### config.mk
export PLATFORM = sky130hd
export DESIGN_NAME = scalar_kalman_filter_flat
export DESIGN_NICKNAME = d
export VERILOG_FILES = /design/src/design/skf_pkg.sv /design/src/design/skf_ifs.sv /design/src/design/skf_divider.sv /design/src/design/skf_sequencer.sv /design/src/design/skf_datapath.sv /design/src/design/scalar_kalman_filter.sv /design/src/flat_wrapper.sv
export SDC_FILE = /design/constraint.sdc
export NUM_CORES = 2
export LEC_CHECK = 0
export ABC_AREA = 1
export BUFFER_PORTS_ARGS = -buffer_cell sky130_fd_sc_hd__buf_2
export CAP_MARGIN = 25
export CORE_ASPECT_RATIO = 0.75
export CORE_MARGIN = 2
export CORE_UTILIZATION = 35
export DETAILED_ROUTE_END_ITERATION = 6
export GPL_TIMING_DRIVEN = 0
export HOLD_SLACK_MARGIN = 0.1
export PLACE_DENSITY = 0.49
export SYNTH_ARGS = -nofsm -noshare
export SYNTH_HDL_FRONTEND = slang
export SYNTH_HIERARCHICAL = 1
export SYNTH_SLANG_ARGS = --single-unit
### constraint.sdc
create_clock -name clk -period 23.1 [get_ports clk]
set_input_delay 2.31 -clock clk [delete_from_list [all_inputs] [get_ports clk]]
set_output_delay 2.31 -clock clk [all_outputs]
set_load 0.01 [all_outputs]
### src/design/skf_pkg.sv
package skf_pkg;

	// number format
	localparam int DW = 32;
	localparam int FW = 16;

	// derived widths
	localparam int MUL_W = 2 * DW + 1;
	localparam int SAT_W = 2 * DW - FW + 3;
	localparam int CNT_W = $clog2(DW);
	localparam int STEP_W = 4;
	localparam int PADDR_W = 4;

	typedef logic signed [DW-1:0] fx_t;
	typedef logic [STEP_W-1:0] step_t;

	localparam fx_t ONE_FX = fx_t'(1) << FW;

	localparam logic signed [SAT_W-1:0] SAT_HI = {{(SAT_W-DW+1){1'b0}}, {(DW-1){1'b1}}};
	localparam logic signed [SAT_W-1:0] SAT_LO = {{(SAT_W-DW+1){1'b1}}, {(DW-1){1'b0}}};

	// register map
	typedef enum logic [1:0] {
		REG_PROCESS_NOISE,
		REG_MEASUREMENT_NOISE,
		REG_INITIAL_COVARIANCE,
		REG_INITIAL_ESTIMATE
	} reg_idx_t;

	// datapath operations
	typedef enum logic [3:0] {
		OP_NOP,
		OP_TAKE,
		OP_PRED,
		OP_DEN,
		OP_DIV_START,
		OP_GAIN,
		OP_MUL_EST,
		OP_EST_MUL_COV,
		OP_COV,
		OP_OUT
	} op_t;

	// sequencer conditions
	typedef enum logic [2:0] {
		C_NEVER,
		C_ALWAYS,
		C_NO_INPUT,
		C_DIV_BUSY,
		C_DEN_ZERO,
		C_OUT_FULL
	} cond_t;

	typedef struct packed {
		op_t   op;
		cond_t wait_on;
		cond_t jump_on;
		step_t target;
	} ucode_t;

	typedef struct packed {
		op_t  op;
		logic go;
	} ctrl_t;

	typedef struct packed {
		logic in_valid;
		logic div_busy;
		logic den_zero;
		logic out_full;
	} seq_stat_t;

	typedef struct packed {
		logic          start;
		logic [DW-1:0] rem;
		logic [DW-1:0] num;
		logic [DW-1:0] den;
	} div_req_t;

	typedef struct packed {
		logic          busy;
		logic [DW-1:0] quot;
	} div_rsp_t;

	typedef struct packed {
		logic load_p;
		logic load_x;
		fx_t  value;
	} cfg_load_t;

	// program steps
	localparam step_t STEP_TAKE = 4'd0;
	localparam step_t STEP_PRED = 4'd1;
	localparam step_t STEP_DEN = 4'd2;
	localparam step_t STEP_DIV_START = 4'd3;
	localparam step_t STEP_DIV_WAIT = 4'd4;
	localparam step_t STEP_GAIN = 4'd5;
	localparam step_t STEP_MUL_EST = 4'd6;
	localparam step_t STEP_EST = 4'd7;
	localparam step_t STEP_COV = 4'd8;
	localparam step_t STEP_OUT = 4'd9;

	// control store: hold while wait_on, else jump on jump_on, else next step
	function automatic ucode_t ucode_rom(input step_t s);
		ucode_t u;
		u = '{op: OP_NOP, wait_on: C_NEVER, jump_on: C_ALWAYS, target: STEP_TAKE};
		case (s)
			STEP_TAKE: u = '{op: OP_TAKE, wait_on: C_NO_INPUT, jump_on: C_NEVER,
				target: STEP_TAKE};
			STEP_PRED: u = '{op: OP_PRED, wait_on: C_NEVER, jump_on: C_NEVER,
				target: STEP_TAKE};
			STEP_DEN: u = '{op: OP_DEN, wait_on: C_NEVER, jump_on: C_NEVER,
				target: STEP_TAKE};
			STEP_DIV_START: u = '{op: OP_DIV_START, wait_on: C_NEVER, jump_on: C_DEN_ZERO,
				target: STEP_GAIN};
			STEP_DIV_WAIT: u = '{op: OP_NOP, wait_on: C_DIV_BUSY, jump_on: C_NEVER,
				target: STEP_TAKE};
			STEP_GAIN: u = '{op: OP_GAIN, wait_on: C_NEVER, jump_on: C_NEVER,
				target: STEP_TAKE};
			STEP_MUL_EST: u = '{op: OP_MUL_EST, wait_on: C_NEVER, jump_on: C_NEVER,
				target: STEP_TAKE};
			STEP_EST: u = '{op: OP_EST_MUL_COV, wait_on: C_NEVER, jump_on: C_NEVER,
				target: STEP_TAKE};
			STEP_COV: u = '{op: OP_COV, wait_on: C_NEVER, jump_on: C_NEVER,
				target: STEP_TAKE};
			STEP_OUT: u = '{op: OP_OUT, wait_on: C_OUT_FULL, jump_on: C_ALWAYS,
				target: STEP_TAKE};
			default: u = '{op: OP_NOP, wait_on: C_NEVER, jump_on: C_ALWAYS,
				target: STEP_TAKE};
		endcase
		return u;
	endfunction

	// clamp a wide signed value to the data range
	function automatic fx_t sat_fx(input logic signed [SAT_W-1:0] v);
		fx_t r;
		if (v > SAT_HI) begin
			r = SAT_HI[DW-1:0];
		end else if (v < SAT_LO) begin
			r = SAT_LO[DW-1:0];
		end else begin
			r = v[DW-1:0];
		end
		return r;
	endfunction

endpackage

### src/design/skf_ifs.sv
interface skf_in_if import skf_pkg::*; ();
	logic valid;
	logic ready;
	fx_t  measurement;

	modport source (output valid, output measurement, input ready);
	modport sink (input valid, input measurement, output ready);
endinterface

interface skf_out_if import skf_pkg::*; ();
	logic valid;
	logic ready;
	fx_t  estimate;
	fx_t  gain;
	fx_t  covariance;
	logic divide_error;

	modport source (output valid, output estimate, output gain, output covariance,
		output divide_error, input ready);
	modport sink (input valid, input estimate, input gain, input covariance,
		input divide_error, output ready);
endinterface

### src/design/skf_divider.sv
module skf_divider import skf_pkg::*; (
	input  logic     clk,
	input  logic     arst_n,
	input  div_req_t req,
	output div_rsp_t rsp
);

	logic             busy_q;
	logic [CNT_W-1:0] cnt_q;
	logic [DW-1:0]    rem_q;
	logic [DW-1:0]    den_q;
	logic [DW-1:0]    acc_q;

	logic [DW:0]   shifted;
	logic          take;
	logic [DW-1:0] rem_next;

	// one restoring step a cycle, remainder stays below the divisor
	assign shifted = {rem_q, acc_q[DW-1]};
	assign take = shifted >= {1'b0, den_q};
	always_comb begin
		rem_next = shifted[DW-1:0];
		if (take) begin
			rem_next = DW'(shifted - {1'b0, den_q});
		end
	end

	// iteration control
	always_ff @(posedge clk or negedge arst_n) begin
		if (!arst_n) begin
			busy_q <= 1'b0;
			cnt_q <= '0;
		end else if (req.start) begin
			busy_q <= 1'b1;
			cnt_q <= '0;
		end else if (busy_q) begin
			if (cnt_q == CNT_W'(DW - 1)) begin
				busy_q <= 1'b0;
			end
			cnt_q <= cnt_q + 1'b1;
		end
	end

	// numerator shifts out while quotient bits shift in
	always_ff @(posedge clk) begin
		if (req.start) begin
			rem_q <= req.rem;
			acc_q <= req.num;
			den_q <= req.den;
		end else if (busy_q) begin
			rem_q <= rem_next;
			acc_q <= {acc_q[DW-2:0], take};
		end
	end

	assign rsp.busy = busy_q;
	assign rsp.quot = acc_q;

endmodule

### src/design/skf_sequencer.sv
module skf_sequencer import skf_pkg::*; (
	input  logic      clk,
	input  logic      arst_n,
	input  seq_stat_t stat,
	output ctrl_t     ctrl
);

	step_t  step_q;
	ucode_t uc;
	logic   wait_hit;
	logic   jump_hit;

	function automatic logic cond_eval(input cond_t c, input seq_stat_t s);
		logic r;
		case (c)
			C_NEVER: r = 1'b0;
			C_ALWAYS: r = 1'b1;
			C_NO_INPUT: r = !s.in_valid;
			C_DIV_BUSY: r = s.div_busy;
			C_DEN_ZERO: r = s.den_zero;
			C_OUT_FULL: r = s.out_full;
			default: r = 1'b0;
		endcase
		return r;
	endfunction

	// control word fetch
	assign uc = ucode_rom(step_q);
	assign wait_hit = cond_eval(uc.wait_on, stat);
	assign jump_hit = cond_eval(uc.jump_on, stat);

	assign ctrl.op = uc.op;
	assign ctrl.go = !wait_hit;

	// step counter
	always_ff @(posedge clk or negedge arst_n) begin
		if (!arst_n) begin
			step_q <= STEP_TAKE;
		end else if (!wait_hit) begin
			if (jump_hit) begin
				step_q <= uc.target;
			end else begin
				step_q <= step_q + 1'b1;
			end
		end
	end

endmodule

### src/design/skf_datapath.sv
module skf_datapath import skf_pkg::*; (
	input  logic      clk,
	input  logic      arst_n,
	input  ctrl_t     ctrl,
	input  fx_t       process_noise,
	input  fx_t       measurement_noise,
	input  cfg_load_t cfg_load,
	input  div_rsp_t  div_rsp,
	output div_req_t  div_req,
	output seq_stat_t stat,
	skf_in_if.sink    meas,
	skf_out_if.source res
);

	// filter state
	fx_t x_q;
	fx_t p_q;

	// working registers
	fx_t                   z_q;
	fx_t                   pp_q;
	fx_t                   den_q;
	logic signed [DW:0]    diff_q;
	logic                  ovf_q;
	logic                  qneg_q;
	fx_t                   gain_q;
	logic                  err_q;
	logic [MUL_W-1:0]      mul_q;
	logic                  mneg_q;
	fx_t                   est_q;
	fx_t                   cov_q;

	// result register
	logic res_valid_q;
	fx_t  res_est_q;
	fx_t  res_gain_q;
	fx_t  res_cov_q;
	logic res_err_q;

	logic                  fire;
	logic                  den_zero;
	logic [DW-1:0]         pp_mag;
	logic [DW-1:0]         den_mag;
	logic [DW-1:0]         pp_hi;
	logic                  ovf_now;
	logic [DW:0]           diff_mag;
	logic [DW-1:0]         gain_mag;
	logic signed [DW:0]    onem;
	logic [DW:0]           onem_mag;
	logic [DW:0]           mul_a;
	logic [DW-1:0]         mul_b;
	logic [MUL_W-1:0]      mul_p;
	logic [MUL_W-FW-1:0]   mul_sh;
	logic signed [SAT_W-1:0] prod_s;
	logic signed [SAT_W-1:0] quot_s;
	fx_t                   gain_next;

	assign fire = ctrl.go;
	assign den_zero = (den_q == '0);

	// magnitudes
	assign pp_mag = pp_q[DW-1] ? DW'(~pp_q + 1'b1) : pp_q;
	assign den_mag = den_q[DW-1] ? DW'(~den_q + 1'b1) : den_q;
	assign diff_mag = diff_q[DW] ? (DW+1)'(~diff_q + 1'b1) : diff_q;
	assign gain_mag = gain_q[DW-1] ? DW'(~gain_q + 1'b1) : gain_q;
	assign onem = $signed({1'b0, ONE_FX}) - (DW+1)'(gain_q);
	assign onem_mag = onem[DW] ? (DW+1)'(~onem + 1'b1) : onem;

	// quotient of at least 2^DW saturates without running the divider
	assign pp_hi = pp_mag >> FW;
	assign ovf_now = pp_hi >= den_mag;

	assign div_req.start = fire && (ctrl.op == OP_DIV_START) && !den_zero && !ovf_now;
	assign div_req.rem = pp_hi;
	assign div_req.num = {pp_mag[FW-1:0], {(DW-FW){1'b0}}};
	assign div_req.den = den_mag;

	// signed gain from quotient
	assign quot_s = qneg_q ? -$signed(SAT_W'(div_rsp.quot)) : $signed(SAT_W'(div_rsp.quot));
	always_comb begin
		gain_next = sat_fx(quot_s);
		if (den_zero) begin
			gain_next = '0;
		end else if (ovf_q) begin
			gain_next = qneg_q ? SAT_LO[DW-1:0] : SAT_HI[DW-1:0];
		end
	end

	// shared multiplier
	always_comb begin
		mul_a = diff_mag;
		mul_b = gain_mag;
		if (ctrl.op == OP_EST_MUL_COV) begin
			mul_a = onem_mag;
			mul_b = pp_mag;
		end
	end
	assign mul_p = MUL_W'(mul_a) * MUL_W'(mul_b);
	assign mul_sh = mul_q[MUL_W-1:FW];
	assign prod_s = mneg_q ? -$signed(SAT_W'(mul_sh)) : $signed(SAT_W'(mul_sh));

	// working registers, one operation per step
	always_ff @(posedge clk) begin
		if (fire) begin
			case (ctrl.op)
				OP_TAKE: begin
					z_q <= meas.measurement;
				end
				OP_PRED: begin
					pp_q <= sat_fx(SAT_W'(p_q) + SAT_W'(process_noise));
				end
				OP_DEN: begin
					den_q <= sat_fx(SAT_W'(pp_q) + SAT_W'(measurement_noise));
					diff_q <= (DW+1)'(z_q) - (DW+1)'(x_q);
				end
				OP_DIV_START: begin
					ovf_q <= ovf_now;
					qneg_q <= pp_q[DW-1] ^ den_q[DW-1];
				end
				OP_GAIN: begin
					gain_q <= gain_next;
					err_q <= den_zero;
				end
				OP_MUL_EST: begin
					mul_q <= mul_p;
					mneg_q <= diff_q[DW] ^ gain_q[DW-1];
				end
				OP_EST_MUL_COV: begin
					est_q <= sat_fx(SAT_W'(x_q) + prod_s);
					mul_q <= mul_p;
					mneg_q <= onem[DW] ^ pp_q[DW-1];
				end
				OP_COV: begin
					cov_q <= sat_fx(prod_s);
				end
				OP_OUT: begin
					res_est_q <= est_q;
					res_gain_q <= gain_q;
					res_cov_q <= cov_q;
					res_err_q <= err_q;
				end
				default: begin
				end
			endcase
		end
	end

	// filter state and result valid
	always_ff @(posedge clk or negedge arst_n) begin
		if (!arst_n) begin
			x_q <= '0;
			p_q <= ONE_FX;
			res_valid_q <= 1'b0;
		end else begin
			if (cfg_load.load_p) begin
				p_q <= cfg_load.value;
			end else if (fire && (ctrl.op == OP_OUT)) begin
				p_q <= cov_q;
			end
			if (cfg_load.load_x) begin
				x_q <= cfg_load.value;
			end else if (fire && (ctrl.op == OP_OUT)) begin
				x_q <= est_q;
			end
			if (fire && (ctrl.op == OP_OUT)) begin
				res_valid_q <= 1'b1;
			end else if (res.ready) begin
				res_valid_q <= 1'b0;
			end
		end
	end

	// sequencer status
	assign stat.in_valid = meas.valid;
	assign stat.div_busy = div_rsp.busy;
	assign stat.den_zero = den_zero;
	assign stat.out_full = res_valid_q && !res.ready;

	// channel ports
	assign meas.ready = (ctrl.op == OP_TAKE);
	assign res.valid = res_valid_q;
	assign res.estimate = res_est_q;
	assign res.gain = res_gain_q;
	assign res.covariance = res_cov_q;
	assign res.divide_error = res_err_q;

endmodule

### src/design/scalar_kalman_filter.sv
// scalar kalman filter, signed Q16.16 fixed point
//
// meas channel: one measurement per transfer (valid/ready). res channel: one
// result per measurement carrying estimate, gain, covariance and divide_error.
// the apb port holds process noise, measurement noise, initial covariance and
// initial estimate at byte addresses 0, 4, 8 and 12; writing either initial
// register also loads the filter state. write it only while the block is idle.
//
// a short microprogram steps a shared datapath; the gain is divided out by a
// restoring divider at one quotient bit a cycle, which sets the rate. each
// measurement is worked through to its result before the next one is taken.
// a zero denominator skips the divider and its wait step. a quotient of 2^32
// or more also skips the divider but passes the wait step.
//
// reset loads process noise 0, measurement noise 1.0, covariance 1.0 and
// estimate 0, and empties the result register. a result waits in its register
// while res.ready is low; the next measurement is still taken and worked on,
// and its result step holds until the earlier result has gone.
module scalar_kalman_filter import skf_pkg::*; (
	input  logic               clk,
	input  logic               arst_n,
	input  logic               psel,
	input  logic               penable,
	input  logic               pwrite,
	input  logic [PADDR_W-1:0] paddr,
	input  logic [31:0]        pwdata,
	output logic [31:0]        prdata,
	output logic               pready,
	skf_in_if.sink             meas,
	skf_out_if.source          res
);

	fx_t process_noise_q;
	fx_t measurement_noise_q;
	fx_t initial_covariance_q;
	fx_t initial_estimate_q;

	reg_idx_t  reg_idx;
	logic      wr_en;
	cfg_load_t cfg_load;
	ctrl_t     ctrl;
	seq_stat_t stat;
	div_req_t  div_req;
	div_rsp_t  div_rsp;

	assign pready = 1'b1;
	assign reg_idx = reg_idx_t'(paddr[3:2]);
	assign wr_en = psel && penable && pwrite && pready;

	// configuration registers
	always_ff @(posedge clk or negedge arst_n) begin
		if (!arst_n) begin
			process_noise_q <= '0;
			measurement_noise_q <= ONE_FX;
			initial_covariance_q <= ONE_FX;
			initial_estimate_q <= '0;
		end else if (wr_en) begin
			case (reg_idx)
				REG_PROCESS_NOISE: process_noise_q <= pwdata;
				REG_MEASUREMENT_NOISE: measurement_noise_q <= pwdata;
				REG_INITIAL_COVARIANCE: initial_covariance_q <= pwdata;
				REG_INITIAL_ESTIMATE: initial_estimate_q <= pwdata;
				default: begin
				end
			endcase
		end
	end

	// state loads on the initial registers
	assign cfg_load.load_p = wr_en && (reg_idx == REG_INITIAL_COVARIANCE);
	assign cfg_load.load_x = wr_en && (reg_idx == REG_INITIAL_ESTIMATE);
	assign cfg_load.value = pwdata;

	// read back
	always_comb begin
		case (reg_idx)
			REG_PROCESS_NOISE: prdata = process_noise_q;
			REG_MEASUREMENT_NOISE: prdata = measurement_noise_q;
			REG_INITIAL_COVARIANCE: prdata = initial_covariance_q;
			REG_INITIAL_ESTIMATE: prdata = initial_estimate_q;
			default: prdata = '0;
		endcase
	end

	skf_sequencer u_seq (
		.clk    (clk),
		.arst_n (arst_n),
		.stat   (stat),
		.ctrl   (ctrl)
	);

	skf_divider u_div (
		.clk    (clk),
		.arst_n (arst_n),
		.req    (div_req),
		.rsp    (div_rsp)
	);

	skf_datapath u_dp (
		.clk               (clk),
		.arst_n            (arst_n),
		.ctrl              (ctrl),
		.process_noise     (process_noise_q),
		.measurement_noise (measurement_noise_q),
		.cfg_load          (cfg_load),
		.div_rsp           (div_rsp),
		.div_req           (div_req),
		.stat              (stat),
		.meas              (meas),
		.res               (res)
	);

	// one measurement at a time
	assert property (@(posedge clk) disable iff (!arst_n)
		meas.valid && meas.ready |=> !meas.ready)
		else $error("measurement taken on consecutive cycles");

	// no new measurement while a division is running
	assert property (@(posedge clk) disable iff (!arst_n)
		div_rsp.busy |-> !meas.ready)
		else $error("measurement channel ready during division");

	// a divider start only from the start step
	assert property (@(posedge clk) disable iff (!arst_n)
		div_req.start |-> (ctrl.op == OP_DIV_START) && !div_rsp.busy)
		else $error("divider started out of sequence");

	// zero denominator forces a zero gain
	assert property (@(posedge clk) disable iff (!arst_n)
		res.valid && res.divide_error |-> (res.gain == '0))
		else $error("divide error with non-zero gain");

endmodule
### src/flat_wrapper.sv
// flat-port wrapper written by rule: the top's interface ports become plain ports
module scalar_kalman_filter_flat import skf_pkg::*;
  (clk, arst_n, psel, penable, pwrite, paddr, pwdata, prdata, pready, meas_valid, meas_measurement, meas_ready, res_valid, res_estimate, res_gain, res_covariance, res_divide_error, res_ready);
  skf_in_if meas_i ();
  skf_out_if res_i ();
  input  logic clk;
  input  logic arst_n;
  input  logic psel;
  input  logic penable;
  input  logic pwrite;
  input  logic [PADDR_W-1:0] paddr;
  input  logic [31:0] pwdata;
  output logic [31:0] prdata;
  output logic pready;
  input wire logic [$bits(meas_i.valid)-1:0] meas_valid;
  input wire logic [$bits(meas_i.measurement)-1:0] meas_measurement;
  output wire logic [$bits(meas_i.ready)-1:0] meas_ready;
  output wire logic [$bits(res_i.valid)-1:0] res_valid;
  output wire logic [$bits(res_i.estimate)-1:0] res_estimate;
  output wire logic [$bits(res_i.gain)-1:0] res_gain;
  output wire logic [$bits(res_i.covariance)-1:0] res_covariance;
  output wire logic [$bits(res_i.divide_error)-1:0] res_divide_error;
  input wire logic [$bits(res_i.ready)-1:0] res_ready;
  assign meas_i.valid = meas_valid;
  assign meas_i.measurement = meas_measurement;
  assign meas_ready = meas_i.ready;
  assign res_valid = res_i.valid;
  assign res_estimate = res_i.estimate;
  assign res_gain = res_i.gain;
  assign res_covariance = res_i.covariance;
  assign res_divide_error = res_i.divide_error;
  assign res_i.ready = res_ready;
  scalar_kalman_filter u_core (.clk(clk), .arst_n(arst_n), .psel(psel), .penable(penable), .pwrite(pwrite), .paddr(paddr), .pwdata(pwdata), .prdata(prdata), .pready(pready), .meas(meas_i), .res(res_i));
endmodule
# ---- Yosys cells after proc, flatten, opt, wreduce, memory -nomap -nowiden
# Memories as Yosys holds them, arrays and structs flattened.
# Index checks and enable logic that the tools add are counted.
dict set report op_classes {
  n_eq_ne 23
  mul 1
  bitwise_logic 9
  order_cmp 12
  reduce_logical 36
  n_mux 38
  add_sub_neg 15
}
# operator count
set ops {}
lappend ops {{$mux 32} 19}
lappend ops {{$gt 51x32->1 const B} 3}
lappend ops {{$lt 51x32->1 const B} 3}
lappend ops {{$pmux 32 s4} 1}
lappend ops {{$mux 51} 2}
lappend ops {{$mux 33} 3}
lappend ops {{$add 32x1->32 const B} 3}
lappend ops {{$not 32->32} 3}
lappend ops {{$add 32x32->33} 2}
lappend ops {{$add 33x1->33 const B} 2}
lappend ops {{$gt 33x32->1 const B} 2}
lappend ops {{$lt 33x32->1 const B} 2}
lappend ops {{$not 33->33} 2}
lappend ops {{$mul 33x32->65} 1}
lappend ops {{$add 32x51->51} 1}
lappend ops {{$neg 32->51} 1}
lappend ops {{$neg 49->51} 1}
lappend ops {{$ge 33x32->1} 1}
lappend ops {{$sub 18x32->33 const A} 1}
lappend ops {{$sub 32x32->33} 1}
lappend ops {{$ge 16x32->1} 1}
lappend ops {{$logic_not 32->1} 1}
lappend ops {{$mux 16} 2}
lappend ops {{$sub 32x32->32} 1}
lappend ops {{25 further kinds} 75}
dict set report word_totals {
  n_memories 1
  romBits 176
  output_inout_bits 132
  reg_bits 690
  in_bits 75
  word_cells 166
}
# memory depth word_bits rd rd_ports_with_merged_regs write_ports line
set mem_list {}
lappend mem_list {{(no name shown)} 16 11 1 0 0 skf_pkg.sv:107} ;# case (s)

# ---- Logic depth before layout (Yosys ltp)
dict set report logic_depth {
  depth_word 8
  depth_mapped 55
  mapped_depth_nobuf 53
}

# ---- Modules after synthesis
# The synthesis kept the hierarchy.
# mod cells_each area_each_um2 seq_area_each_um2 instances
set by_module_without_submodules {}
lappend by_module_without_submodules {skf_datapath 8383 66735.3 12888.6 1}
lappend by_module_without_submodules {skf_divider 992 7208.2 3032.9 1}
lappend by_module_without_submodules {scalar_kalman_filter 743 5756.8 3205.6 1}
lappend by_module_without_submodules {skf_sequencer 54 371.6 100.1 1}

# ---- Least setup slack after synthesis
# No wires, ideal clock.
dict set report synth_path {
  kind {input -> register}
  start {input meas_valid}
  end {register u_core.u_dp.den_q[0], enable pin}
  t_arrival_ns 8.895
  required_time_ns 22.452
  setup_time_ns 0.648
  n_path_buf 1
  path_stages 7
  slack_ns 13.556
  cell_sequence {buf_4 nand2_1 nand3_1 nand2_2 inv_2 inv_1 nor4_1}
}
dict set report synth_via {
  elab_chain_len 4
}
# item line
set synth_lines {}
lappend synth_lines {{start, declared} flat_wrapper.sv:15} ;# input wire logic [$bits(meas_i.valid)-1:0] meas_valid;
lappend synth_lines {{$logic_not 1->1} skf_sequencer.sv:18} ;# C_NO_INPUT: r = !s.in_valid;
lappend synth_lines {{$pmux 1 s5} skf_sequencer.sv:15} ;# case (c)
lappend synth_lines {{$not 1->1 (no line)} -}
lappend synth_lines {{$reduce_and 2->1 (no line)} -}
lappend synth_lines {{end signal, assigned} skf_datapath.sv:113} ;# den_q <= sat_fx(SAT_W'(pp_q) + SAT_W'(measurement_noise));
lappend synth_lines {{end, declared} skf_datapath.sv:22} ;# fx_t den_q;
# Every way passes these cells.
# A chain may end at the register's enable or synchronous reset.

==> reports/qor.csv <==
stage;metric;value;unit
outcome;outcome;complete, no violations;
die;core_region_area;228000;µm²
synthesis;synth_cells;10200;
place;io_buffers;202;
die;io_pins;207;
detailed_routing;drtIter0Drc;8621;
die;dieWidth;556;µm
synthesis;syn_area;80100;µm²
sta;timing.slew.headroom;17.3;%
detailed_routing;remaining_drc_errors;0;
sta;grt_setup_unrepaired;false;
finish;fin_util;38.7;%
synthesis;synth_edf_count;471;
worst_setup_path;required;23.53;ns
clock_network;cts_buffer_depth;3;
finish;final_net_count;12000;
worst_setup_path;critical_path_class;flip-flop to flip-flop;
finish;drive_gt1_share;6.66;%
worst_setup_path;critPathMaxStageDelay;0.87;ns
die;die_h;418;µm
synthesis;ys_ff_latch;674;
sta;clock-skew-final;0.0444;ns
synthesis;ys_types;66;
worst_setup_path;cpMaxStageDelayCell;clkbuf_1;
global_routing;grt_pass1_wl;510;mm
die;die-area;233000;µm²
clock_network;cts_sinks;674;
sta;worstMarginPinSlew;1.24;ns
synthesis;synth_area_leaders;fa_1 (23%), edfxtp_1 (18%), nand2_1 (11%);
synthesis;synth_top_cell_area_share;23.3;%
finish;top_register;u_core/u_dp/mul_q;
clock_network;cts_tree;done;
global_routing;grtUsageTotal;30.7;%
synthesis;syn_area_per_cell;7.87;µm²
sta;setup_violations;0;
worst_setup_path;worstPathMaxFanout;10;
detailed_routing;wl_per_cell;26.4;µm
die;placementRows;152;
clock_network;clk_pin_slew;0.06;ns
die;start_util;35.1;%
sta;fmax;74.3;MHz
synthesis;synth_top_flop_cell;edfxtp_1;
synthesis;ys_seq_area_share;24.0;%
clock_network;cts_buffers;70;
detailed_routing;wl;359;mm
sta;hold_viol;0;
synthesis;yosysTopAreaCell;fa_1;
worst_setup_path;cp-end-kind;flip-flop;
job;max-cap-violations;0;
global_routing;gr-total-overflow;0;
min_path;hold_path.class;flip-flop to flip-flop;
synthesis;async_reset_ff_share;30.1;%
clock_network;worstSkewPairLatency;0.68;ns
sta;post-route-period-util;58.2;%
global_routing;grt_pass1_vias;69100;
detailed_routing;firstDrtPassIters;6;
detailed_routing;antenna_left;0;
place;dp_hpwl;306;mm
finish;fillers;24000;
worst_setup_path;worst_setup_path_start_kind;flip-flop;
detailed_routing;vias;72200;
clock_network;cts_setup_buffers;0;
place;gp_congestion;1.04;
finish;seq_area;19200;µm²
clock_network;post_cts_resized;0;
finish;largest_reg_flops;49;
finish;area_delta_synth_final;10.3;%
clock_network;h-tree-depth;3;
sta;slew_violations;0;
sta;fin_tns_setup;0;ns
worst_setup_path;critical_path_arrival;13.89;ns
detailed_routing;vias_per_cell;5.31;
global_routing;grt_max_degree;77;
sta;period_needed;13.45;ns
synthesis;synth_warnings;6;
global_routing;grt_antenna_before_repair;17;
finish;multi_input_area;52200;µm²
clock_network;root_buffer;clkbuf_16;
clock_network;postCtsHoldBufs;0;
finish;reg_top3;u_core/u_dp/mul_q x49, u_core/u_dp/diff_q x33;
## worst paths after layout
| kind | cells after the start | startpoint | slack, ns | endpoint |
|---|---|---|---|---|
| worst max-delay path | 36 | u_core/u_seq/step_q[1] | 9.65 | u_core/u_dp/mul_q[52] |
| worst min-delay path | 0 | u_core/u_dp/cov_q[10] | 0.45 | u_core/u_dp/res.covariance[10] |
| worst max register to register | 36 | u_core/u_seq/step_q[1] | 9.65 | u_core/u_dp/mul_q[52] |
| worst min register to register | 0 | u_core/u_dp/cov_q[10] | 0.45 | u_core/u_dp/res.covariance[10] |
| max in group asynchronous | 3 | arst_n | 20.31 | u_core/initial_covariance_q[3] |
| min in group asynchronous | 1 | arst_n | 1.56 | u_core/initial_covariance_q[28] |
## critical path, delay by kind of cell (launching register included)
| kind | cells | cell delay (ns) |
|---|---|---|
| AND/OR/NAND/NOR | 10 | 2.39 |
| AO/OA/AOI/OAI | 3 | 1.37 |
| XOR/XNOR | 1 | 0.18 |
| adder cells (fa/ha/maj) | 10 | 5.42 |
| flip-flops | 1 | 0.48 |
| buffers and inverters | 12 | 3.31 |
## cell families after synthesis
logic type	after synthesis	share of synthesized area [%]
xor+xnor	346	3.79
buf+inv	2240	11.0
fa+ha+maj	1398	30.6
other cells	2	0.00938
simple gates	4514	23.6
flops	674	24.0
compound gates	998	7.04
## cells in the final DEF (no fill, tap or decap), types with 14 or more instances in the layout
cell type  netlist  routed
o21bai_1        21      21
o21a_1          47      47
nand3_1        473     473
ha_1           468     468
buf_1           24      24
a21oi_1        385     385
dfrtp_1        200     200
buf_2           95     297
clkbuf_1       205     220
a21boi_0        15      14
clkbuf_16        0      71
nor3_1         152     150
clkinv_1        20      23
nand2_1       2419    2418
nor2_4          16      21
buf_4           51      73
a211oi_1        58      58
nand2_2         24      24
nor2_2          32      32
o21ai_1         19      24
nand4_1        129     129
o211ai_1        24      24
conb_1           2      33
or2_2           17      17
edfxtp_1       471     471
o21ai_0        333     324
inv_2           26      26
xnor2_1        121     121
nand3b_1        43      43
xor2_1         224     224
buf_6            7      18
inv_1         1809    1809
buf_8            2      20
a31oi_1         35      35
fa_1           930     930
a21o_1          24      24
nor4_1          38      35
nor2_1        1130    1125
## routing by layer
layer	track usage, %	vias up	wire length (µm)
li1	-	32400	-
met1	48.3	35800	173000
met2	38.3	3631	130000
met3	11.8	374	47400
met4	6.09	6	7960
met5	0	-	35
## metrics by stage
step / std cells / area (µm²) / hold WS (ns) / setup WS [ns]
after floorplan: 10200 / 80200 / 0.400 / 13.56
after global placement: 13400 / 85000 / 0.442 / 9.21
after detailed placement: 13500 / 85800 / 0.446 / 10.0
after CTS: 13600 / 88200 / 0.461 / 9.95
after global routing: 13600 / 88300 / 0.469 / 9.30
final: 13600 / 88300 / 0.450 / 9.65
## cell usage after synthesis, types with 95 or more instances
library cell	n
dfrtp_1	200
edfxtp_1	471
a21oi_1	385
nor3_1	152
clkbuf_1	205
xnor2_1	121
inv_1	1809
nor2_1	1130
o21ai_0	333
nand4_1	129
fa_1	930
buf_2	95
xor2_1	224
ha_1	468
nand3_1	473
nand2_1	2419
## layout make-up
type	count	share of cell area, %
multi-input combinational	7289	59.2
sequential	674	21.8
inverter	1855	7.88
tap	3003	4.25
clock buffer	96	2.23
timing repair buffer	265	2.09
buffer	385	2.09
clock inverter	34	0.509
antenna	2	0.00567
Power is not shown: default switching activity piles up to over one toggle a cycle in this logic, so the estimate is an artifact.
